==> config.mk <==
export PLATFORM = sky130hd
export DESIGN_NAME = config_text_lexer_flat
export DESIGN_NICKNAME = d
export VERILOG_FILES = /design/src/ctl_pkg.sv /design/src/ctl_if.sv /design/src/config_text_lexer.sv /design/src/ctl_lex_core.sv /design/src/ctl_res_fifo.sv /design/src/flat_wrapper.sv
export SDC_FILE = /design/constraint.sdc
export NUM_CORES = 1
export LEC_CHECK = 0
export ABC_AREA = 1
export BUFFER_PORTS_ARGS = -buffer_cell sky130_fd_sc_hd__buf_2
export CORE_MARGIN = 2
export CORE_UTILIZATION = 65
export CTS_BUF_LIST = sky130_fd_sc_hd__clkbuf_2 sky130_fd_sc_hd__clkbuf_4 sky130_fd_sc_hd__clkbuf_8
export DETAILED_ROUTE_END_ITERATION = 10
export GPL_ROUTABILITY_DRIVEN = 0
export PLACE_DENSITY = 0.82
export RECOVER_POWER = 25
export SETUP_SLACK_MARGIN = 0.5
export SYNTH_ARGS = -nofsm -noshare
export SYNTH_HDL_FRONTEND = slang
export SYNTH_SLANG_ARGS = --single-unit
export TNS_END_PERCENT = 30
==> constraint.sdc <==
create_clock -name clk -period 6.3 [get_ports clk]
set_input_delay 1.26 -clock clk [delete_from_list [all_inputs] [get_ports clk]]
set_output_delay 1.26 -clock clk [all_outputs]
set_load 0.02 [all_outputs]
==> src/ctl_pkg.sv <==
`timescale 1ns / 1ps
// ----------------------------------------------------------------------------
// ctl_pkg
// Shared types and constants for the configuration text lexer.
// ----------------------------------------------------------------------------
package ctl_pkg;

  // Default counter widths
  localparam int LINE_BITS_DEF   = 16;
  localparam int COLUMN_BITS_DEF = 12;

  // Fixed payload widths
  localparam int TEXT_W     = 8;
  localparam int TOKEN_LINE_W = 16;
  localparam int TOKEN_COL_W  = 12;

  // Result queue depth (holds two items per input plus slack)
  localparam int RES_DEPTH = 4;

  // Event codes
  localparam logic EV_CONTENT = 1'b0;
  localparam logic EV_DONE    = 1'b1;

  // Token kinds
  localparam logic [1:0] KIND_NAME   = 2'd0;
  localparam logic [1:0] KIND_NUMBER = 2'd1;
  localparam logic [1:0] KIND_DELIM  = 2'd2;
  localparam logic [1:0] KIND_STRING = 2'd3;

  // Character codes
  localparam logic [7:0] CH_NUL    = 8'h00;
  localparam logic [7:0] CH_NL     = 8'h0A;
  localparam logic [7:0] CH_SPACE  = 8'h20;
  localparam logic [7:0] CH_QUOTE  = 8'h22;
  localparam logic [7:0] CH_LPAREN = 8'h28;
  localparam logic [7:0] CH_RPAREN = 8'h29;
  localparam logic [7:0] CH_COMMA  = 8'h2C;
  localparam logic [7:0] CH_DOT    = 8'h2E;
  localparam logic [7:0] CH_ZERO   = 8'h30;
  localparam logic [7:0] CH_NINE   = 8'h39;
  localparam logic [7:0] CH_COLON  = 8'h3A;
  localparam logic [7:0] CH_SEMI   = 8'h3B;
  localparam logic [7:0] CH_EQUALS = 8'h3D;
  localparam logic [7:0] CH_LBRACE = 8'h7B;
  localparam logic [7:0] CH_RBRACE = 8'h7D;

  // Lexer mode, one-hot
  typedef enum logic [3:0] {
    MODE_IDLE   = 4'b0001,
    MODE_NAME   = 4'b0010,
    MODE_NUMBER = 4'b0100,
    MODE_STRING = 4'b1000
  } mode_t;

  // One result item
  typedef struct packed {
    logic                    event_kind;
    logic [1:0]              token_kind;
    logic [TEXT_W-1:0]       token_byte;
    logic [TOKEN_LINE_W-1:0] token_line;
    logic [TOKEN_COL_W-1:0]  start_column;
    logic [TOKEN_COL_W-1:0]  end_column;
    logic                    last_of_run;
  } result_t;

  // Up to two results pushed per processed byte; v1 implies v0
  typedef struct packed {
    logic    v0;
    logic    v1;
    result_t r0;
    result_t r1;
  } push_t;

endpackage

==> src/ctl_if.sv <==
`timescale 1ns / 1ps
// ----------------------------------------------------------------------------
// ctl_if
// Valid/ready channels for text bytes in and lexer results out.
// ----------------------------------------------------------------------------
interface ctl_in_if;
  import ctl_pkg::*;

  logic              valid;
  logic              ready;
  logic [TEXT_W-1:0] text_byte;

  modport source (output valid, output text_byte, input ready);
  modport sink   (input valid, input text_byte, output ready);
endinterface

interface ctl_out_if;
  import ctl_pkg::*;

  logic                    valid;
  logic                    ready;
  logic                    event_kind;
  logic [1:0]              token_kind;
  logic [TEXT_W-1:0]       token_byte;
  logic [TOKEN_LINE_W-1:0] token_line;
  logic [TOKEN_COL_W-1:0]  start_column;
  logic [TOKEN_COL_W-1:0]  end_column;
  logic                    last_of_run;

  modport source (
    output valid, output event_kind, output token_kind, output token_byte,
    output token_line, output start_column, output end_column,
    output last_of_run, input ready
  );
  modport sink (
    input valid, input event_kind, input token_kind, input token_byte,
    input token_line, input start_column, input end_column,
    input last_of_run, output ready
  );
endinterface

==> src/config_text_lexer.sv <==
`timescale 1ns / 1ps
// ----------------------------------------------------------------------------
// config_text_lexer
// Splits a byte stream into name, number, delimiter and string tokens.
// ----------------------------------------------------------------------------
// Usage:
//   in_ch  : one text byte per item; byte 0 ends the text and closes any
//            open token.
//   out_ch : content items for each byte of an open token, and a completion
//            item with kind, start line and column span when a token ends.
//            last_of_run marks the final item caused by one input byte.
//   Path: an input byte's results are registered in the input register,
//   then in the result queue, before they are offered on out_ch.
//   Throughput: one byte per cycle while the queue has room. A byte that
//   closes a name or number and is itself a delimiter or the start of a new
//   token gives two items; the output drains one item per cycle while
//   out_ch.ready is high, so a run of such bytes is limited by the single
//   read port of the four-entry result queue.
//   Stall: when out_ch.ready is low the queue fills and in_ch.ready drops
//   once fewer than two slots are free; no item is lost.
//   Reset: synchronous, active low; lexer idle, line and column at 1,
//   queue empty.
// ----------------------------------------------------------------------------
module config_text_lexer #(
  parameter int LINE_BITS   = ctl_pkg::LINE_BITS_DEF,
  parameter int COLUMN_BITS = ctl_pkg::COLUMN_BITS_DEF
) (
  input  logic       clk,
  input  logic       rst_n,
  ctl_in_if.sink     in_ch,
  ctl_out_if.source  out_ch
);
  import ctl_pkg::*;

  push_t push;
  logic  room;

  // Lexer with input register
  ctl_lex_core #(
    .LINE_BITS   (LINE_BITS),
    .COLUMN_BITS (COLUMN_BITS)
  ) u_core (
    .clk   (clk),
    .rst_n (rst_n),
    .in_ch (in_ch),
    .room  (room),
    .push  (push)
  );

  // Result queue
  ctl_res_fifo u_fifo (
    .clk    (clk),
    .rst_n  (rst_n),
    .push   (push),
    .room   (room),
    .out_ch (out_ch)
  );

endmodule

==> src/ctl_lex_core.sv <==
`timescale 1ns / 1ps
// ----------------------------------------------------------------------------
// ctl_lex_core
// Input register, lexer state and per-byte classification. Produces up to
// two results per byte and pushes them into the result queue.
// ----------------------------------------------------------------------------
module ctl_lex_core #(
  parameter int LINE_BITS   = ctl_pkg::LINE_BITS_DEF,
  parameter int COLUMN_BITS = ctl_pkg::COLUMN_BITS_DEF
) (
  input  logic           clk,
  input  logic           rst_n,
  ctl_in_if.sink         in_ch,
  input  logic           room,
  output ctl_pkg::push_t push
);
  import ctl_pkg::*;

  // Input register
  logic              in_valid_r;
  logic [TEXT_W-1:0] byte_r;
  logic              fire;

  // Lexer state
  mode_t                  mode_r, mode_nxt;
  logic [LINE_BITS-1:0]   line_r, line_nxt;
  logic [COLUMN_BITS-1:0] col_r, col_nxt;
  logic [LINE_BITS-1:0]   osl_r, osl_nxt;
  logic [COLUMN_BITS-1:0] osc_r, osc_nxt;

  // Classification
  logic is_nul, is_nl, is_ws, is_q, is_dl, is_dig, is_numb;
  logic [LINE_BITS-1:0]   line_inc, adv_line;
  logic [COLUMN_BITS-1:0] col_inc, adv_col;

  // Outcome of treating the byte as the first one after a token
  logic                   idle_has;
  result_t                idle_res;
  mode_t                  idle_mode;
  logic [LINE_BITS-1:0]   idle_line, idle_osl;
  logic [COLUMN_BITS-1:0] idle_col, idle_osc;

  logic    n0, n1;
  result_t r0, r1;

  function automatic result_t mk_res(
    input logic                   ev,
    input logic [1:0]             kind,
    input logic [TEXT_W-1:0]      tbyte,
    input logic [LINE_BITS-1:0]   line,
    input logic [COLUMN_BITS-1:0] sc,
    input logic [COLUMN_BITS-1:0] ec
  );
    result_t r;
    r.event_kind   = ev;
    r.token_kind   = kind;
    r.token_byte   = tbyte;
    r.token_line   = TOKEN_LINE_W'(line);
    r.start_column = TOKEN_COL_W'(sc);
    r.end_column   = TOKEN_COL_W'(ec);
    r.last_of_run  = 1'b0;
    return r;
  endfunction

  assign fire        = in_valid_r && room;
  assign in_ch.ready = !in_valid_r || fire;

  // Input register
  always_ff @(posedge clk) begin
    if (!rst_n) begin
      in_valid_r <= 1'b0;
    end else if (in_ch.ready) begin
      in_valid_r <= in_ch.valid;
    end
  end

  always_ff @(posedge clk) begin
    if (in_ch.ready && in_ch.valid) begin
      byte_r <= in_ch.text_byte;
    end
  end

  // Byte classes and saturating counter steps
  always_comb begin
    is_nul  = (byte_r == CH_NUL);
    is_nl   = (byte_r == CH_NL);
    is_ws   = (byte_r <= CH_SPACE);
    is_q    = (byte_r == CH_QUOTE);
    is_dl   = (byte_r == CH_LBRACE) || (byte_r == CH_RBRACE) ||
              (byte_r == CH_LPAREN) || (byte_r == CH_RPAREN) ||
              (byte_r == CH_EQUALS) || (byte_r == CH_COMMA)  ||
              (byte_r == CH_SEMI)   || (byte_r == CH_COLON);
    is_dig  = (byte_r >= CH_ZERO) && (byte_r <= CH_NINE);
    is_numb = is_dig || (byte_r == CH_DOT);

    line_inc = (line_r == '1) ? line_r : line_r + LINE_BITS'(1);
    col_inc  = (col_r == '1) ? col_r : col_r + COLUMN_BITS'(1);
    adv_line = is_nl ? line_inc : line_r;
    adv_col  = is_nl ? COLUMN_BITS'(1) : col_inc;
  end

  // Byte seen between tokens
  always_comb begin
    idle_has  = 1'b0;
    idle_res  = '0;
    idle_mode = MODE_IDLE;
    idle_osl  = osl_r;
    idle_osc  = osc_r;
    idle_line = adv_line;
    idle_col  = adv_col;
    if (is_nul) begin
      // end of text: counters back to the start
      idle_line = LINE_BITS'(1);
      idle_col  = COLUMN_BITS'(1);
    end else if (is_ws) begin
      idle_has = 1'b0;
    end else if (is_q) begin
      idle_mode = MODE_STRING;
      idle_osl  = line_r;
      idle_osc  = col_inc;
    end else if (is_dl) begin
      idle_has = 1'b1;
      idle_res = mk_res(EV_DONE, KIND_DELIM, byte_r, line_r, col_r, col_r);
    end else begin
      idle_mode = is_dig ? MODE_NUMBER : MODE_NAME;
      idle_osl  = line_r;
      idle_osc  = col_r;
      idle_has  = 1'b1;
      idle_res  = mk_res(EV_CONTENT, is_dig ? KIND_NUMBER : KIND_NAME, byte_r,
                         line_r, col_r, '0);
    end
  end

  // Per-mode handling
  always_comb begin
    mode_nxt = mode_r;
    line_nxt = adv_line;
    col_nxt  = adv_col;
    osl_nxt  = osl_r;
    osc_nxt  = osc_r;
    n0       = 1'b0;
    n1       = 1'b0;
    r0       = '0;
    r1       = '0;
    case (mode_r)
      MODE_STRING: begin
        n0 = 1'b1;
        if (is_nul || is_q) begin
          r0       = mk_res(EV_DONE, KIND_STRING, CH_NUL, osl_r, osc_r, col_r);
          mode_nxt = MODE_IDLE;
          if (is_nul) begin
            line_nxt = LINE_BITS'(1);
            col_nxt  = COLUMN_BITS'(1);
          end
        end else begin
          r0 = mk_res(EV_CONTENT, KIND_STRING, byte_r, osl_r, osc_r, '0);
        end
      end
      MODE_NAME, MODE_NUMBER: begin
        n0 = 1'b1;
        if ((mode_r == MODE_NAME) ? (!is_ws && !is_q && !is_dl) : is_numb) begin
          r0 = mk_res(EV_CONTENT, (mode_r == MODE_NAME) ? KIND_NAME : KIND_NUMBER,
                      byte_r, osl_r, osc_r, '0);
        end else begin
          // close the token, then treat the byte as fresh
          r0 = mk_res(EV_DONE, (mode_r == MODE_NAME) ? KIND_NAME : KIND_NUMBER,
                      CH_NUL, osl_r, osc_r, col_r);
          n1       = idle_has;
          r1       = idle_res;
          mode_nxt = idle_mode;
          line_nxt = idle_line;
          col_nxt  = idle_col;
          osl_nxt  = idle_osl;
          osc_nxt  = idle_osc;
        end
      end
      default: begin
        n0       = idle_has;
        r0       = idle_res;
        mode_nxt = idle_mode;
        line_nxt = idle_line;
        col_nxt  = idle_col;
        osl_nxt  = idle_osl;
        osc_nxt  = idle_osc;
      end
    endcase
    // mark the final result of this byte
    if (n1) begin
      r1.last_of_run = 1'b1;
    end else begin
      r0.last_of_run = 1'b1;
    end
  end

  assign push.v0 = fire && n0;
  assign push.v1 = fire && n1;
  assign push.r0 = r0;
  assign push.r1 = r1;

  // State update on each processed byte
  always_ff @(posedge clk) begin
    if (!rst_n) begin
      mode_r <= MODE_IDLE;
      line_r <= LINE_BITS'(1);
      col_r  <= COLUMN_BITS'(1);
      osl_r  <= '0;
      osc_r  <= '0;
    end else if (fire) begin
      mode_r <= mode_nxt;
      line_r <= line_nxt;
      col_r  <= col_nxt;
      osl_r  <= osl_nxt;
      osc_r  <= osc_nxt;
    end
  end

`ifndef NO_ASSERTIONS
  // a second result only follows a token completion
  assert property (@(posedge clk) disable iff (!rst_n)
    push.v1 |-> push.v0 && (push.r0.event_kind == EV_DONE))
    else $error("second result without a completed token");

  // counters never fall to zero
  assert property (@(posedge clk) disable iff (!rst_n)
    (line_r != '0) && (col_r != '0))
    else $error("line or column counter at zero");

  // inside a string every byte gives exactly one result
  assert property (@(posedge clk) disable iff (!rst_n)
    (fire && (mode_r == MODE_STRING)) |-> push.v0 && !push.v1)
    else $error("string byte gave wrong number of results");
`endif

endmodule

==> src/ctl_res_fifo.sv <==
`timescale 1ns / 1ps
// ----------------------------------------------------------------------------
// ctl_res_fifo
// Small result queue: up to two items in per cycle, one out per ready cycle.
// ----------------------------------------------------------------------------
module ctl_res_fifo (
  input  logic           clk,
  input  logic           rst_n,
  input  ctl_pkg::push_t push,
  output logic           room,
  ctl_out_if.source      out_ch
);
  import ctl_pkg::*;

  localparam int PTR_W = $clog2(RES_DEPTH);

  result_t          mem_r [RES_DEPTH];
  logic [PTR_W-1:0] wr_ptr_r, wr_ptr_nxt;
  logic [PTR_W-1:0] rd_ptr_r, rd_ptr_nxt;
  logic [PTR_W:0]   count_r, count_nxt;
  logic             pop;
  result_t          head;

  assign room = (count_r <= (PTR_W+1)'(RES_DEPTH - 2));
  assign pop  = out_ch.valid && out_ch.ready;

  // Pointer and fill arithmetic
  always_comb begin
    wr_ptr_nxt = wr_ptr_r + PTR_W'(push.v0) + PTR_W'(push.v1);
    rd_ptr_nxt = rd_ptr_r + PTR_W'(pop);
    count_nxt  = count_r + (PTR_W+1)'(push.v0) + (PTR_W+1)'(push.v1)
                 - (PTR_W+1)'(pop);
  end

  always_ff @(posedge clk) begin
    if (!rst_n) begin
      wr_ptr_r <= '0;
      rd_ptr_r <= '0;
      count_r  <= '0;
    end else begin
      wr_ptr_r <= wr_ptr_nxt;
      rd_ptr_r <= rd_ptr_nxt;
      count_r  <= count_nxt;
    end
  end

  // Storage
  always_ff @(posedge clk) begin
    if (push.v0) begin
      mem_r[wr_ptr_r] <= push.r0;
    end
    if (push.v1) begin
      mem_r[wr_ptr_r + PTR_W'(1)] <= push.r1;
    end
  end

  // Head of queue to the output channel
  assign head                = mem_r[rd_ptr_r];
  assign out_ch.valid        = (count_r != '0);
  assign out_ch.event_kind   = head.event_kind;
  assign out_ch.token_kind   = head.token_kind;
  assign out_ch.token_byte   = head.token_byte;
  assign out_ch.token_line   = head.token_line;
  assign out_ch.start_column = head.start_column;
  assign out_ch.end_column   = head.end_column;
  assign out_ch.last_of_run  = head.last_of_run;

`ifndef NO_ASSERTIONS
  // fill never exceeds depth
  assert property (@(posedge clk) disable iff (!rst_n)
    count_r <= (PTR_W+1)'(RES_DEPTH))
    else $error("result queue overflow");

  // pushes only when two slots were free
  assert property (@(posedge clk) disable iff (!rst_n)
    push.v0 |-> room)
    else $error("push into result queue without room");

  // in a pair only the second item closes the run
  assert property (@(posedge clk) disable iff (!rst_n)
    push.v1 |-> push.r1.last_of_run && !push.r0.last_of_run)
    else $error("run marker misplaced in result pair");
`endif

endmodule

==> src/flat_wrapper.sv <==
// flat-port wrapper written by rule: the top's interface ports become plain ports
module config_text_lexer_flat import ctl_pkg::*;
#(
  parameter int LINE_BITS   = ctl_pkg::LINE_BITS_DEF,
  parameter int COLUMN_BITS = ctl_pkg::COLUMN_BITS_DEF
)
  (clk, rst_n, in_ch_valid, in_ch_text_byte, in_ch_ready, out_ch_valid, out_ch_event_kind, out_ch_token_kind, out_ch_token_byte, out_ch_token_line, out_ch_start_column, out_ch_end_column, out_ch_last_of_run, out_ch_ready);
  ctl_in_if in_ch_i ();
  ctl_out_if out_ch_i ();
  input  logic clk;
  input  logic rst_n;
  input wire logic [$bits(in_ch_i.valid)-1:0] in_ch_valid;
  input wire logic [$bits(in_ch_i.text_byte)-1:0] in_ch_text_byte;
  output wire logic [$bits(in_ch_i.ready)-1:0] in_ch_ready;
  output wire logic [$bits(out_ch_i.valid)-1:0] out_ch_valid;
  output wire logic [$bits(out_ch_i.event_kind)-1:0] out_ch_event_kind;
  output wire logic [$bits(out_ch_i.token_kind)-1:0] out_ch_token_kind;
  output wire logic [$bits(out_ch_i.token_byte)-1:0] out_ch_token_byte;
  output wire logic [$bits(out_ch_i.token_line)-1:0] out_ch_token_line;
  output wire logic [$bits(out_ch_i.start_column)-1:0] out_ch_start_column;
  output wire logic [$bits(out_ch_i.end_column)-1:0] out_ch_end_column;
  output wire logic [$bits(out_ch_i.last_of_run)-1:0] out_ch_last_of_run;
  input wire logic [$bits(out_ch_i.ready)-1:0] out_ch_ready;
  assign in_ch_i.valid = in_ch_valid;
  assign in_ch_i.text_byte = in_ch_text_byte;
  assign in_ch_ready = in_ch_i.ready;
  assign out_ch_valid = out_ch_i.valid;
  assign out_ch_event_kind = out_ch_i.event_kind;
  assign out_ch_token_kind = out_ch_i.token_kind;
  assign out_ch_token_byte = out_ch_i.token_byte;
  assign out_ch_token_line = out_ch_i.token_line;
  assign out_ch_start_column = out_ch_i.start_column;
  assign out_ch_end_column = out_ch_i.end_column;
  assign out_ch_last_of_run = out_ch_i.last_of_run;
  assign out_ch_i.ready = out_ch_ready;
  config_text_lexer #(.LINE_BITS(LINE_BITS), .COLUMN_BITS(COLUMN_BITS)) u_core (.clk(clk), .rst_n(rst_n), .in_ch(in_ch_i), .out_ch(out_ch_i));
endmodule
==> metrics.yaml <==
violations: "capacitance limit, slew limit"
yosys-top-cells-area: "edfxtp_1 (42%), nand2_1 (14%), dfxtp_1 (8.8%)"
arrival_ps: 5920
grt_pass1_wl_um: 67320
cts_tree: "yes"
grt_pass1_vias: 13050
hpwl_um: 24220
clock_skew_ps: 22.25
yosysMostFrequentCell: "nand2_1"
endpoint_kind: "register"
clock-root-buffer: "clkbuf_8"
ant_nets: 0
crit_end: "u_core.u_fifo.mem_r[1][24]$_DFFE_PP_"
clk_pin_slew_ps: 60
synth.largest_area_cell: "edfxtp_1"
outcome: "complete, but fails checks"
rsz0062_at_grt: "no"
track_usage_pct: 34.57
cts_resized: 0
clkLatencyLatePin_ps: 580
cp-start-kind: "register"
peakVddDrop_v: 0.0002270
via_per_inst: 6.304
cts.sinks: 284
report.power.total_w: 0.005793
wire_per_inst_um: 19.42
coreArea_um2: 23400
num-fill-cells: 1825
powerDensity_nw_per_um2: 350.6
r2r-end: "u_core.u_fifo.mem_r[1][24]$_DFFE_PP_"
firstDrtPassIters: 9
power_leakage_nw: 6.642
die_y_um: 158.0
diodes: 0
critPathLaunch: "u_core.u_core.byte_r[1]$_DFFE_PP_"
start_util_pct: 65.84
drive_gt1_share_pct: 10.05
drt-initial-drc-count: 1900
required_ps: 6710
synth.top_cell.area_share_pct: 42.10
r2r_cells: 12
relSlewSlack_pct: -85.98
critPathMaxFanout: 49
drt_wl_total_um: 43470
tns_ps: 0
synthArstFlopShare_pct: 0
dieArea_um2: 24950
numCtsBuffers: 45
setup_viol: 0
timing.final.hold_violations: 0
cts_max_level: 2
reg2reg_slack_ps: 790
synthCells: 1920
drv_slew: 203
synth_cell_types: 40
drc: 0
ioPinCount: 66
io_buffers: 65
crit_type: "reg2reg"
nNetsFinal: 1903
cap_viol_max_count: 6
fmax_ghz: 0.1816
yosys-top-cells-count: "nand2_1 (566), nor2_1 (234), edfxtp_1 (216)"
die_x_um: 158.0
min_period_over_period_pct: 87.41
finalCriticalPeriod_ps: 5507
syn_area_per_cell_um2: 8.025
vias: 14120
yosysWarnings: 0
synth_nets: 1940
postCtsHoldBufs: 0
area_growth_syn_to_layout_pct: 7.235
ys_seq_area_share_pct: 50.93
holdCritPathClass: "reg2reg"
synth_area_um2: 15410
timing.rr.start: "u_core.u_core.byte_r[1]$_DFFE_PP_"
row_count: 56
antenna_found_initial: 0
synth_ff_type: "edfxtp_1"
cts_max_path_buffers: 3
post_cts_buffers: 0
ys_ff_latch: 284
grt_max_degree: 125
synth-edff-count: 216
overflow: 0
worstMarginPinSlew_ps: 2790
==> cells by family (layout without fill, tap and decap cells) <==
logic type      count (synthesis)  in the layout  share of synthesized area (%)
compound gates                255            255                          8.989
flops                         284            284                          50.93
xor+xnor                       21             21                          1.194
simple gates                 1106           1106                          31.47
fa+ha+maj                       8              8                         0.7958
buf+inv                       246            246                          6.618
==> worst max-delay path, cell delays in order, from the launching register on <==
cell      delay, ps
edfxtp_1        520
inv_1           160
nor2_1           80
nand2_1         120
nor2_4          120
nor2_2          930
nand3_1         340
nand3_4         370
nor2_8          180
nand3_2         130
clkbuf_1       2000
nand2_1         180
nand2_1         180
==> stage by stage <==
| step | instances | instance area (µm²) | hold slack, ps | util [%] | worst slack (ps) |
|---|---|---|---|---|---|
| after global placement | 2155 | 15610 | 445.1 | 66.70 | 1539 |
| after detailed placement | 2155 | 15610 | 445.3 | 66.70 | 1400 |
| after CTS | 2239 | 16580 | 461.3 | 70.84 | 1397 |
| after global routing | 2239 | 16520 | 508.8 | 70.61 | 602.3 |
| after floorplan | 1920 | 15410 | 428.9 | - | 2099 |
| final | 2239 | 16520 | 456.8 | 70.61 | 793.0 |
==> worst min-delay path by stage <==
stage	cells after the start	to	slack, ps	start
6_report	2	u_core.u_core.mode_r[0]$_SDFFE_PN1P_	460	u_core.u_core.mode_r[0]$_SDFFE_PN1P_
5_1_grt	2	u_core.u_core.mode_r[0]$_SDFFE_PN1P_	510	u_core.u_core.mode_r[0]$_SDFFE_PN1P_
4_1_cts	2	u_core.u_core.mode_r[0]$_SDFFE_PN1P_	460	u_core.u_core.mode_r[0]$_SDFFE_PN1P_
3_5_place_dp	2	u_core.u_core.mode_r[0]$_SDFFE_PN1P_	450	u_core.u_core.mode_r[0]$_SDFFE_PN1P_
3_3_place_gp	2	u_core.u_core.mode_r[0]$_SDFFE_PN1P_	450	u_core.u_core.mode_r[0]$_SDFFE_PN1P_
2_1_floorplan	2	u_core.u_core.mode_r[0]$_SDFFE_PN1P_	430	u_core.u_core.mode_r[0]$_SDFFE_PN1P_
==> routing by layer <==
layer	wire (µm)	vias up	GRT usage [%]	share of wire [%]
met3	5375	143	6.269	12
li1	-	6540	-	-
met1	16390	6458	45.89	38
met5	0	-	0	0
met4	1458	0	14.89	3.4
met2	20250	974	56.11	47
==> sequential cells by signal, summed over array words and instances, names as in the netlist <==
register                  cells
u_core.u_core.byte_r          8
u_core.u_core.col_r          12
u_core.u_core.in_valid_r      1
u_core.u_core.line_r         16
u_core.u_core.mode_r          4
u_core.u_core.osc_r          12
u_core.u_core.osl_r          16
u_core.u_fifo.count_r         3
u_core.u_fifo.mem_r         208
u_core.u_fifo.rd_ptr_r        2
u_core.u_fifo.wr_ptr_r        2
==> final cells by class <==
cell class	instances	area (µm²)	share of cell area, %
clock buffers	65	800.8	4.846
well taps	319	399.1	2.416
multi-input cells	1390	6558	39.69
flip-flops and latches	284	7849	47.50
clock inverters	19	167.7	1.015
inverters	75	284.0	1.719
repair buffers	87	465.4	2.817
==> placed cells by master (no fill, tap or decap), types with 3 or more instances in the layout <==
cell,synthesis,layout
inv_2,16,14
o22ai_1,52,52
nand3_1,93,96
nor2_1,234,232
edfxtp_1,216,216
o31ai_1,8,8
buf_4,16,17
ha_1,5,5
nor3_1,12,12
a21oi_1,41,41
nand2_1,566,563
clkinv_1,2,6
clkbuf_8,0,50
clkinv_2,0,11
nand4_1,179,179
fa_1,3,3
o211ai_1,5,5
bufinv_16,0,3
dfxtp_1,68,67
xor2_1,17,17
nor2_4,2,5
clkbuf_4,0,15
inv_1,57,58
or2_2,3,3
buf_2,28,60
clkbuf_1,121,10
nand2_2,1,4
o21ai_0,142,142
xnor2_1,4,4
==> power breakdown <==
group          switching (W)  internal (W)  leakage (nW)
registers          0.0000872       0.00221          2.50
clock network       0.000742      0.000945         0.520
logic                0.00136      0.000448          3.62
total                0.00219       0.00360          6.64
No activity file was read; power rests on OpenSTA's default activity.
